--- src/sv/nsat_pkg.sv ---
// ----------------------------------------------------------------------------
// nsat_pkg
// Shared widths, command codes and the compare unit result type for the
// aging address table.
// ----------------------------------------------------------------------------
`default_nettype none

package nsat_pkg;

	localparam int ADDR_W      = 32;
	localparam int VMS_W       = 26;
	localparam int TIME_W      = 32;
	localparam int CNT_W       = 5;
	localparam int CMD_W       = 2;
	localparam int ENTRY_W     = ADDR_W + TIME_W;
	localparam int DEF_ENTRIES = 16;

	localparam logic [CMD_W-1:0] CMD_UPDATE = 2'd0;
	localparam logic [CMD_W-1:0] CMD_LOOKUP = 2'd1;
	localparam logic [CMD_W-1:0] CMD_TICK   = 2'd2;

	// result of the shared add / subtract unit
	typedef struct packed {
		logic              zero;
		logic              neg;
		logic [TIME_W-1:0] sum;
	} alu_res_t;

endpackage

`default_nettype wire

--- src/sv/nsat_ram.sv ---
// ----------------------------------------------------------------------------
// nsat_ram
// Generic single write port, single read port RAM with registered read data.
// ----------------------------------------------------------------------------
`default_nettype none

module nsat_ram #(
	parameter int WIDTH = 64,
	parameter int DEPTH = 16
) (
	input  wire logic                                  clk,
	input  wire logic                                  wr_en,
	input  wire logic [(DEPTH > 1 ? $clog2(DEPTH) : 1)-1:0] wr_addr,
	input  wire logic [WIDTH-1:0]                      wr_data,
	input  wire logic                                  rd_en,
	input  wire logic [(DEPTH > 1 ? $clog2(DEPTH) : 1)-1:0] rd_addr,
	output logic      [WIDTH-1:0]                      rd_data
);

	logic [WIDTH-1:0] mem_q [DEPTH];

	always_ff @(posedge clk) begin
		if (wr_en) begin
			mem_q[wr_addr] <= wr_data;
		end
		if (rd_en) begin
			rd_data <= mem_q[rd_addr];
		end
	end

endmodule

`default_nettype wire

--- src/sv/nsat_alu.sv ---
// ----------------------------------------------------------------------------
// nsat_alu
// Shared 32-bit add / subtract unit: address match, expiry test and the
// new expiry sum all go through it.
// ----------------------------------------------------------------------------
`default_nettype none

module nsat_alu (
	input  wire logic [nsat_pkg::TIME_W-1:0] a,
	input  wire logic [nsat_pkg::TIME_W-1:0] b,
	input  wire logic                        sub,
	output nsat_pkg::alu_res_t               res
);

	logic [nsat_pkg::TIME_W-1:0] b_x;

	always_comb begin
		b_x      = b ^ {nsat_pkg::TIME_W{sub}};
		res.sum  = a + b_x + nsat_pkg::TIME_W'(sub);
		res.zero = (res.sum == '0);
		res.neg  = res.sum[nsat_pkg::TIME_W-1];
	end

endmodule

`default_nettype wire

--- src/sv/neighbor_selector_aging_table.sv ---
// ----------------------------------------------------------------------------
// neighbor_selector_aging_table
// Table of IPv4 addresses with millisecond expiry times.
//
// Input channel (in_valid / in_stall) carries one word: command, address and
// validity_ms. Update refreshes or inserts an address, lookup reports its
// presence, tick advances the millisecond clock and drops expired entries.
// Output channel (out_valid / out_stall) returns one word per input word.
// Each word walks the whole table through one RAM read port and one shared
// compare unit: a scan state reads every entry, a drain state takes the last
// read data and a finish state registers the result. The block goes back to
// idle before it takes the next word, so it cannot take a new word before
// the result of the last one is registered.
// in_stall is high while a word is being worked on. If the receiver stalls
// and the previous result is still held, the finish step waits, so nothing
// is lost or overwritten.
// Reset clears all valid bits, the clock and the entry count; address and
// expiry storage is only used for valid entries and needs no clearing.
// ----------------------------------------------------------------------------
`default_nettype none

module neighbor_selector_aging_table #(
	parameter int ENTRIES = nsat_pkg::DEF_ENTRIES
) (
	input  wire logic                         clk,
	input  wire logic                         arst_n,
	input  wire logic                         in_valid,
	output logic                              in_stall,
	input  wire logic [nsat_pkg::CMD_W-1:0]   command,
	input  wire logic [nsat_pkg::ADDR_W-1:0]  address,
	input  wire logic [nsat_pkg::VMS_W-1:0]   validity_ms,
	output logic                              out_valid,
	input  wire logic                         out_stall,
	output logic                              found,
	output logic                              added,
	output logic                              table_full,
	output logic      [nsat_pkg::CNT_W-1:0]   removed_count,
	output logic      [nsat_pkg::CNT_W-1:0]   entry_count,
	output logic                              changed
);

	localparam int IW = (ENTRIES > 1) ? $clog2(ENTRIES) : 1;
	localparam int CW = $clog2(ENTRIES + 1);
	localparam logic [IW-1:0] LAST_IDX = IW'(ENTRIES - 1);

	localparam logic [1:0] ST_IDLE  = 2'd0;
	localparam logic [1:0] ST_SCAN  = 2'd1;
	localparam logic [1:0] ST_DRAIN = 2'd2;
	localparam logic [1:0] ST_FIN   = 2'd3;

	logic [1:0]                     state_q;
	logic [nsat_pkg::CMD_W-1:0]     cmd_q;
	logic [nsat_pkg::ADDR_W-1:0]    addr_q;
	logic [nsat_pkg::VMS_W-1:0]     vms_q;
	logic [nsat_pkg::TIME_W-1:0]    now_q;
	logic [CW-1:0]                  valid_count_q;
	logic [CW-1:0]                  rm_cnt_q;
	logic [ENTRIES-1:0]             valid_q;
	logic [IW-1:0]                  rd_idx_q;
	logic                           cv_s1;
	logic [IW-1:0]                  ci_s1;
	logic                           hit_q;
	logic [IW-1:0]                  hit_idx_q;
	logic                           free_q;
	logic [IW-1:0]                  free_idx_q;

	logic                           in_acc;
	logic                           rd_en;
	logic [nsat_pkg::ENTRY_W-1:0]   rd_data;
	logic                           wr_en;
	logic [IW-1:0]                  wr_addr;
	logic [nsat_pkg::ENTRY_W-1:0]   wr_data;
	logic [nsat_pkg::TIME_W-1:0]    alu_a;
	logic [nsat_pkg::TIME_W-1:0]    alu_b;
	logic                           alu_sub;
	nsat_pkg::alu_res_t             alu_res;
	logic                           is_upd;
	logic                           is_look;
	logic                           is_tick;
	logic                           ent_v;
	logic                           fin_go;
	logic                           do_ins;
	logic [CW-1:0]                  new_count;

	assign in_stall = (state_q != ST_IDLE);
	assign in_acc   = in_valid && !in_stall;
	assign is_upd   = (cmd_q == nsat_pkg::CMD_UPDATE);
	assign is_look  = (cmd_q == nsat_pkg::CMD_LOOKUP);
	assign is_tick  = (cmd_q == nsat_pkg::CMD_TICK);
	assign ent_v    = valid_q[ci_s1];
	assign rd_en    = (state_q == ST_SCAN);
	assign fin_go   = (state_q == ST_FIN) && (!out_valid || !out_stall);
	assign do_ins   = is_upd && !hit_q && free_q;
	assign new_count = valid_count_q + CW'(do_ins);

	// shared unit: entry compare while scanning, new expiry sum at finish
	always_comb begin
		alu_a   = now_q;
		alu_b   = nsat_pkg::TIME_W'(vms_q);
		alu_sub = 1'b0;
		if (state_q != ST_FIN) begin
			alu_sub = 1'b1;
			if (is_tick) begin
				alu_a = rd_data[nsat_pkg::TIME_W-1:0];
				alu_b = now_q;
			end else begin
				alu_a = rd_data[nsat_pkg::ENTRY_W-1:nsat_pkg::TIME_W];
				alu_b = addr_q;
			end
		end
	end

	nsat_alu u_alu (
		.a   (alu_a),
		.b   (alu_b),
		.sub (alu_sub),
		.res (alu_res)
	);

	// hit rewrites expiry only; the address stored is the same
	assign wr_en   = fin_go && is_upd && (hit_q || free_q);
	assign wr_addr = hit_q ? hit_idx_q : free_idx_q;
	assign wr_data = {addr_q, alu_res.sum};

	nsat_ram #(
		.WIDTH (nsat_pkg::ENTRY_W),
		.DEPTH (ENTRIES)
	) u_ram (
		.clk     (clk),
		.wr_en   (wr_en),
		.wr_addr (wr_addr),
		.wr_data (wr_data),
		.rd_en   (rd_en),
		.rd_addr (rd_idx_q),
		.rd_data (rd_data)
	);

	// sequencer
	always_ff @(posedge clk or negedge arst_n) begin
		if (!arst_n) begin
			state_q  <= ST_IDLE;
			rd_idx_q <= '0;
			cv_s1    <= 1'b0;
			ci_s1    <= '0;
		end else begin
			cv_s1 <= rd_en;
			ci_s1 <= rd_idx_q;
			unique case (state_q)
				ST_IDLE: begin
					rd_idx_q <= '0;
					if (in_acc) begin
						state_q <= ST_SCAN;
					end
				end
				ST_SCAN: begin
					if (rd_idx_q == LAST_IDX) begin
						state_q <= ST_DRAIN;
					end else begin
						rd_idx_q <= rd_idx_q + 1'b1;
					end
				end
				ST_DRAIN: begin
					state_q <= ST_FIN;
				end
				ST_FIN: begin
					if (fin_go) begin
						state_q <= ST_IDLE;
					end
				end
				default: begin
					state_q <= ST_IDLE;
				end
			endcase
		end
	end

	// input word hold
	always_ff @(posedge clk) begin
		if (in_acc) begin
			cmd_q  <= command;
			addr_q <= address;
			vms_q  <= validity_ms;
		end
	end

	// table state and scan results
	always_ff @(posedge clk or negedge arst_n) begin
		if (!arst_n) begin
			now_q         <= '0;
			valid_count_q <= '0;
			valid_q       <= '0;
			rm_cnt_q      <= '0;
			hit_q         <= 1'b0;
			hit_idx_q     <= '0;
			free_q        <= 1'b0;
			free_idx_q    <= '0;
		end else begin
			if (in_acc) begin
				hit_q    <= 1'b0;
				free_q   <= 1'b0;
				rm_cnt_q <= '0;
				if (command == nsat_pkg::CMD_TICK) begin
					now_q <= now_q + 1'b1;
				end
			end
			if (cv_s1) begin
				if (is_tick) begin
					if (ent_v && alu_res.neg) begin
						valid_q[ci_s1] <= 1'b0;
						valid_count_q  <= valid_count_q - 1'b1;
						rm_cnt_q       <= rm_cnt_q + 1'b1;
					end
				end else if (is_upd || is_look) begin
					// first matching slot and first free slot
					if (ent_v && alu_res.zero && !hit_q) begin
						hit_q     <= 1'b1;
						hit_idx_q <= ci_s1;
					end
					if (!ent_v && !free_q) begin
						free_q     <= 1'b1;
						free_idx_q <= ci_s1;
					end
				end
			end
			if (fin_go && do_ins) begin
				valid_q[free_idx_q] <= 1'b1;
				valid_count_q       <= new_count;
			end
		end
	end

	// output register
	always_ff @(posedge clk or negedge arst_n) begin
		if (!arst_n) begin
			out_valid <= 1'b0;
		end else if (fin_go) begin
			out_valid <= 1'b1;
		end else if (!out_stall) begin
			out_valid <= 1'b0;
		end
	end

	always_ff @(posedge clk) begin
		if (fin_go) begin
			found         <= hit_q;
			added         <= do_ins;
			table_full    <= is_upd && !hit_q && !free_q;
			removed_count <= nsat_pkg::CNT_W'(rm_cnt_q);
			entry_count   <= nsat_pkg::CNT_W'(new_count);
			changed       <= do_ins || (rm_cnt_q != '0);
		end
	end

endmodule

`default_nettype wire

--- config.mk ---
export PLATFORM = sky130hd
export DESIGN_NAME = neighbor_selector_aging_table
export DESIGN_NICKNAME = d
export VERILOG_FILES = /design/src/sv/nsat_pkg.sv /design/src/sv/nsat_ram.sv /design/src/sv/nsat_alu.sv /design/src/sv/neighbor_selector_aging_table.sv
export SDC_FILE = /design/constraint.sdc
export NUM_CORES = 1
export LEC_CHECK = 0
export BUFFER_PORTS_ARGS = -buffer_cell sky130_fd_sc_hd__buf_2
export CAP_MARGIN = 20
export CORE_MARGIN = 1.5
export CORE_UTILIZATION = 52
export DETAILED_ROUTE_END_ITERATION = 8
export GPL_ROUTABILITY_DRIVEN = 1
export PLACE_DENSITY = 0.73
export SLEW_MARGIN = 25
export SYNTH_ARGS = -nofsm -noshare
export SYNTH_HDL_FRONTEND = slang
export SYNTH_SLANG_ARGS = --single-unit
--- constraint.sdc ---
create_clock -name clk -period 4.7 [get_ports clk]
set_input_delay 0.94 -clock clk [delete_from_list [all_inputs] [get_ports clk]]
set_output_delay 0.94 -clock clk [all_outputs]
set_load 0.02 [all_outputs]
Word level (Yosys, flattened, before mapping) --
Memory sizes are Yosys's and may differ from the RTL's. A register that Yosys moved wholly into a read port is not among the register bits. Index checks and enable logic that the tools add are counted. W data, S select, Z words.
Operators by class: $add $sub $neg 7, order comparisons 4, equal/unequal tests 13, muxes and demuxes 44, bitwise operators 5, reduce and logical (&&, ||, !) cells 39
Operators with widths (count):
- $mux W32 | 4
- $mux W16 | 4
- $mux W5 | 8
- $add A32 B1 Y32 | 1
- $add A32 B1 Y32 const B | 1
- $add A32 B32 Y32 | 1
- $logic_not A32 Y1 | 1
- $xor A32 B32 Y32 | 1
- $mux W1 | 18
- $and A16 B16 Y16 | 1
- $not A16 Y16 | 1
- $or A16 B16 Y16 | 1
- $logic_and A1 B1 Y1 | 14
- $lt A4 B5 Y1 const B | 2
- $reduce_bool A2 Y1 | 5
- $demux W1 S4 | 2
- $eq A2 B2 Y1 const B | 4
- $ge A4 B1 Y1 const B | 2
- $mux W4 | 2
- $ne A2 B2 Y1 const B | 4
- $pmux W2 S4 | 1
- $pmux W4 S2 | 1
- $reduce_and A4 Y1 | 2
- $logic_not A1 Y1 | 6
- other kinds (15) | 25
Word-level totals: flip-flop bits (word level) 154, RAM bits 1024, bits of input ports 64, output and inout bits 16, word-level logic and storage cells 135, memories kept 1
Memory list:
- u_ram.mem_q | words 16, bits a word 64, read ports 1, clocked after memory_dff 1, write ports 1, line nsat_ram.sv:20 | logic [WIDTH-1:0] mem_q [DEPTH];

Longest topological paths before layout --
depth in word-level cells 13, gate-level depth with buffers 21

Cells and area by module --
A second synthesis with hierarchy kept.
Second synthesis, totals: cells, all modules 2607, area total of the unflattened synthesis 49804.0 um^2
By module, submodules not included:
- nsat_ram | instances 1, cells each 1647, area each 40222.3 um^2
- neighbor_selector_aging_table | instances 1, cells each 651, area each 7384.6 um^2
- nsat_alu | instances 1, cells each 309, area each 2197.1 um^2

Worst setup path after synthesis --
No wires, ideal clock.
path kind register to register, start point register cmd_q[1] (netlist bit), end point register hit_idx_q[0], data arrival time 5.116 ns, required time 4.575 ns, path slack -0.541 ns, stages on the path, launching flop included 17, path buffers 3, period minus slack after synthesis 5.241 ns, path through edfxtp_1 nand2b_1 clkbuf_1 buf_1 mux2i_1 o21ai_0 ha_1 clkbuf_1 nand2_1 or4_1 or3_2 o211ai_1 a41oi_1 a311oi_1 nor3_1 nand4b_2 mux2_2
RTL lines:
- start, declared | line neighbor_selector_aging_table.sv:52 | logic [nsat_pkg::CMD_W-1:0] cmd_q;
- start signal, assigned | line neighbor_selector_aging_table.sv:180 | cmd_q <= command;
- end signal, assigned | line neighbor_selector_aging_table.sv:217 | hit_idx_q <= ci_s1;
- end, declared | line neighbor_selector_aging_table.sv:63 | logic [IW-1:0] hit_idx_q;

==> results_dict.tcl <==
set metrics [dict create \
    outcome "finished clean" \
    synth.area.top_cells "edfxtp_1 (70%), mux4_2 (15%), dfrtp_1 (4.0%)" \
    cts-root-buf "clkbuf_16" \
    cts_made_buffers 115 \
    drc 0 \
    drive_above_1_share 0.282 \
    setup_viol 0 \
    synth_edf_count 1162 \
    grt_use_met3 0.0545 \
    syn-cell-area_mm2 0.0498 \
    num_rows 113 \
    hold_path_class "primary input to async pin" \
    syn_inst 2536 \
    dpl.hpwl_mm 68.6 \
    cpPeakStageDelay_ns 0.53 \
    hold_violations 0 \
    clk_pin_slew_ns 0.06 \
    grt_usage 0.245 \
    syn_to_final_growth_pct 14.3 \
    drt-pass1-iter-count 5 \
    pre_cts_slack_ns 0.00849 \
    insertion_delay_ns 0.71 \
    ff_latch_area_mm2 0.0369 \
    wl_mm 119 \
    synth.largest_area_cell "edfxtp_1" \
    gr-usage-met1 0.342 \
    clockBufferDepth 3 \
    p_leak_uw 0.0187 \
    via_per_inst 6.25 \
    startpoint_type "flop" \
    finClkSkew_ns 0.0363 \
    cp_max_fo 5 \
    yosysWarnings 0 \
    worst-path-buf-inv 1 \
    grt_max_degree 81 \
    antenna_found_initial 4 \
    first_global_vias 26100 \
    maxSlewHeadroom 0.270 \
    core_area_mm2 0.0950 \
    crit_chain "buf_4 -> and4bb_2 -> a21oi_2 -> nand2b_1 -> nand2_1 -> fa_2 -> nor4_4 -> o21ai_1 -> or4_1 -> or4b_4 -> nor4_4 -> o2111ai_2 -> nor4_4 -> nand4b_4 -> mux2_4" \
    fill_cells 6638 \
    vdd_drop_max_uv 718 \
    powerDensity_mw_per_mm2 684 \
    num_antenna_cells 0 \
    clock_sinks 1242 \
    tns_ns 0 \
    crit_slowest_cell "or4b_4" \
    cts_tree "done" \
    postCtsHoldBufs 0 \
    dpl_cell_area_mm2 0.0530 \
    ys_seq_elements 1242 \
    ys.flop_type "edfxtp_1" \
    cp.required_ns 5.28 \
    io_buffer_count 79 \
    die_height_um 313 \
    drt_iter0_markers 3195 \
    htreeDepth 3 \
    cp_common_cell "nor4_4" \
    max-cap-violations 0 \
    gp_congestion 0.911 \
    setup_ws_ns 0.0997 \
    worstSetupPathType "flop to flop" \
    die-area_mm2 0.0977 \
    ys_types 71 \
    floorplan.io_pins 80 \
    worst_pin_slew_ns 1.09 \
    ys_async_sr_fraction 0.0644 \
    use_met2 0.381 \
    rsz0062_at_grt "yes" \
    cp-end-kind "flop" \
    grt-ovfl-total 0 \
    syn_nets 2642 \
    fin_nets 2885 \
    hold_ws_ns 0.310 \
    grt-busiest-layer "met2" \
    antenna_left 0 \
    multi_input_area_mm2 0.0127 \
    dr_total_vias 25900 \
    syn_avg_cell_area_um2 19.7 \
    yosys-top-cells-count "edfxtp_1 (1,162), mux4_2 (324), nand2_1 (206)" \
    design_area_mm2 0.0569 \
    die_x_um 313 \
    start_util 0.525 \
    post-route-min-period_ns 4.60 \
    period_share 0.979 \
    synth_top_area_frac 0.700 \
    wire_per_inst_um 28.7 \
    grt_pass1_wl_mm 173 \
    slew_viol_final 0 \
    cp_top_family "simple AND/OR/NAND/NOR gates" \
    arrival_ns 5.18 \
    synth_seq_area_share 0.740 \
    max_freq_mhz 217 \
    synth_most_common_cell "edfxtp_1" \
]
==> report_power, final <==
part | total, µW | internal (µW) | switching [µW] | leakage, µW
Clock | 8990 | 5020 | 3960 | 0.00177
Combinational | 13100 | 5130 | 8010 | 0.00539
Sequential | 16900 | 16100 | 741 | 0.0115
Total | 39000 | 26300 | 12700 | 0.0187
==> metal layers <==
layer  vias to the layer above  part of all wire
met5                         -           0.00011
li1                      10800                 -
met2                      1404              0.47
met3                       254             0.095
met4                         2             0.040
met1                     13400              0.39
==> registers in the layout, summed over array words and instances (netlist names), 2 cells and up <==
name           cells
u_ram.mem_q     1024
u_ram.rd_data     64
addr_q            32
now_q             32
vms_q             26
valid_q           16
entry_count        5
removed_count      5
rm_cnt_q           5
valid_count_q      5
ci_s1              4
free_idx_q         4
hit_idx_q          4
rd_idx_q           4
cmd_q              2
state_q            2
==> cell families (layout without fill, tap and decap cells) <==
kind of cell | Yosys count | in the layout | share of synthesized area
buffers and inverters | 153 | 496 | 0.0123
and+or+nand+nor | 433 | 433 | 0.0400
DFF | 1242 | 1242 | 0.740
adders and majority gates | 42 | 42 | 0.0107
xor gates and xnor gates | 68 | 68 | 0.0119
AOI/OAI and AO/OA | 230 | 230 | 0.0292
muxes | 368 | 368 | 0.156
==> path summary, 6_finish.rpt <==
kind	endpoint	from	cells after the start	slack, ns
max	hit_idx_q[2]$_DFFE_PN0P_	cmd_q[1]$_DFFE_PP_	15	0.1
min	valid_count_q[4]$_DFFE_PN0P_	arst_n	1	0.31
max reg2reg	hit_idx_q[2]$_DFFE_PN0P_	cmd_q[1]$_DFFE_PP_	15	0.1
min reg2reg	valid_q[3]$_DFF_PN0_	valid_q[3]$_DFF_PN0_	2	0.48
max in group asynchronous	rd_idx_q[3]$_DFFE_PN0P_	arst_n	1	3.72
min in group clk	addr_q[16]$_DFFE_PP_	address[16]	1	0.41
==> timing repair <==
action / CTS / global route
setup endpoints to repair: 3 / 5
gates cloned: 0 / 1
gates resized for setup: 1 / 33
pin swaps: 1 / 14
setup buffers: 0 / 11
==> worst reg2reg max path, stage by stage, from the launching register on <==
cell and delay (ns):
edfxtp_1 0.47, buf_4 0.18, and4bb_2 0.25, a21oi_2 0.15, nand2b_1 0.07, nand2_1 0.10
fa_2 0.48, nor4_4 0.29, o21ai_1 0.12, or4_1 0.52, or4b_4 0.53, nor4_4 0.23
o2111ai_2 0.18, nor4_4 0.37, nand4b_4 0.20, mux2_4 0.35
==> through the flow <==
stage,total power (µW),instances,util
floorplan,24600,2536,-
global placement,29200,3915,0.558
detailed placement,29700,3915,0.558
CTS,38600,4132,0.597
global route,40600,4144,0.599
finish,39000,4144,0.599
==> layout make-up <==
class                      count  share of cell area
tap                         1265              0.0278
sequential                  1242               0.648
clock buffer                 156              0.0552
inverter                      27             0.00180
timing repair buffer         252              0.0351
multi-input combinational   1141               0.223
clock inverter                61             0.00916
==> cells in the final DEF (no fill, tap or decap), drive strengths merged, types with 32 or more instances in the layout <==
| master | netlist | routed |
|---|---|---|
| inv | 27 | 32 |
| clkinv | 0 | 43 |
| ha | 41 | 41 |
| o21ai | 98 | 98 |
| mux4 | 324 | 324 |
| nand3 | 51 | 51 |
| xnor2 | 38 | 38 |
| dfrtp | 80 | 80 |
| nor2 | 70 | 70 |
| buf | 41 | 251 |
| clkbuf | 85 | 157 |
| mux2i | 33 | 33 |
| nand2 | 206 | 206 |
| edfxtp | 1162 | 1162 |
| a21oi | 40 | 40 |
No activity file was read; power rests on OpenSTA's default activity.
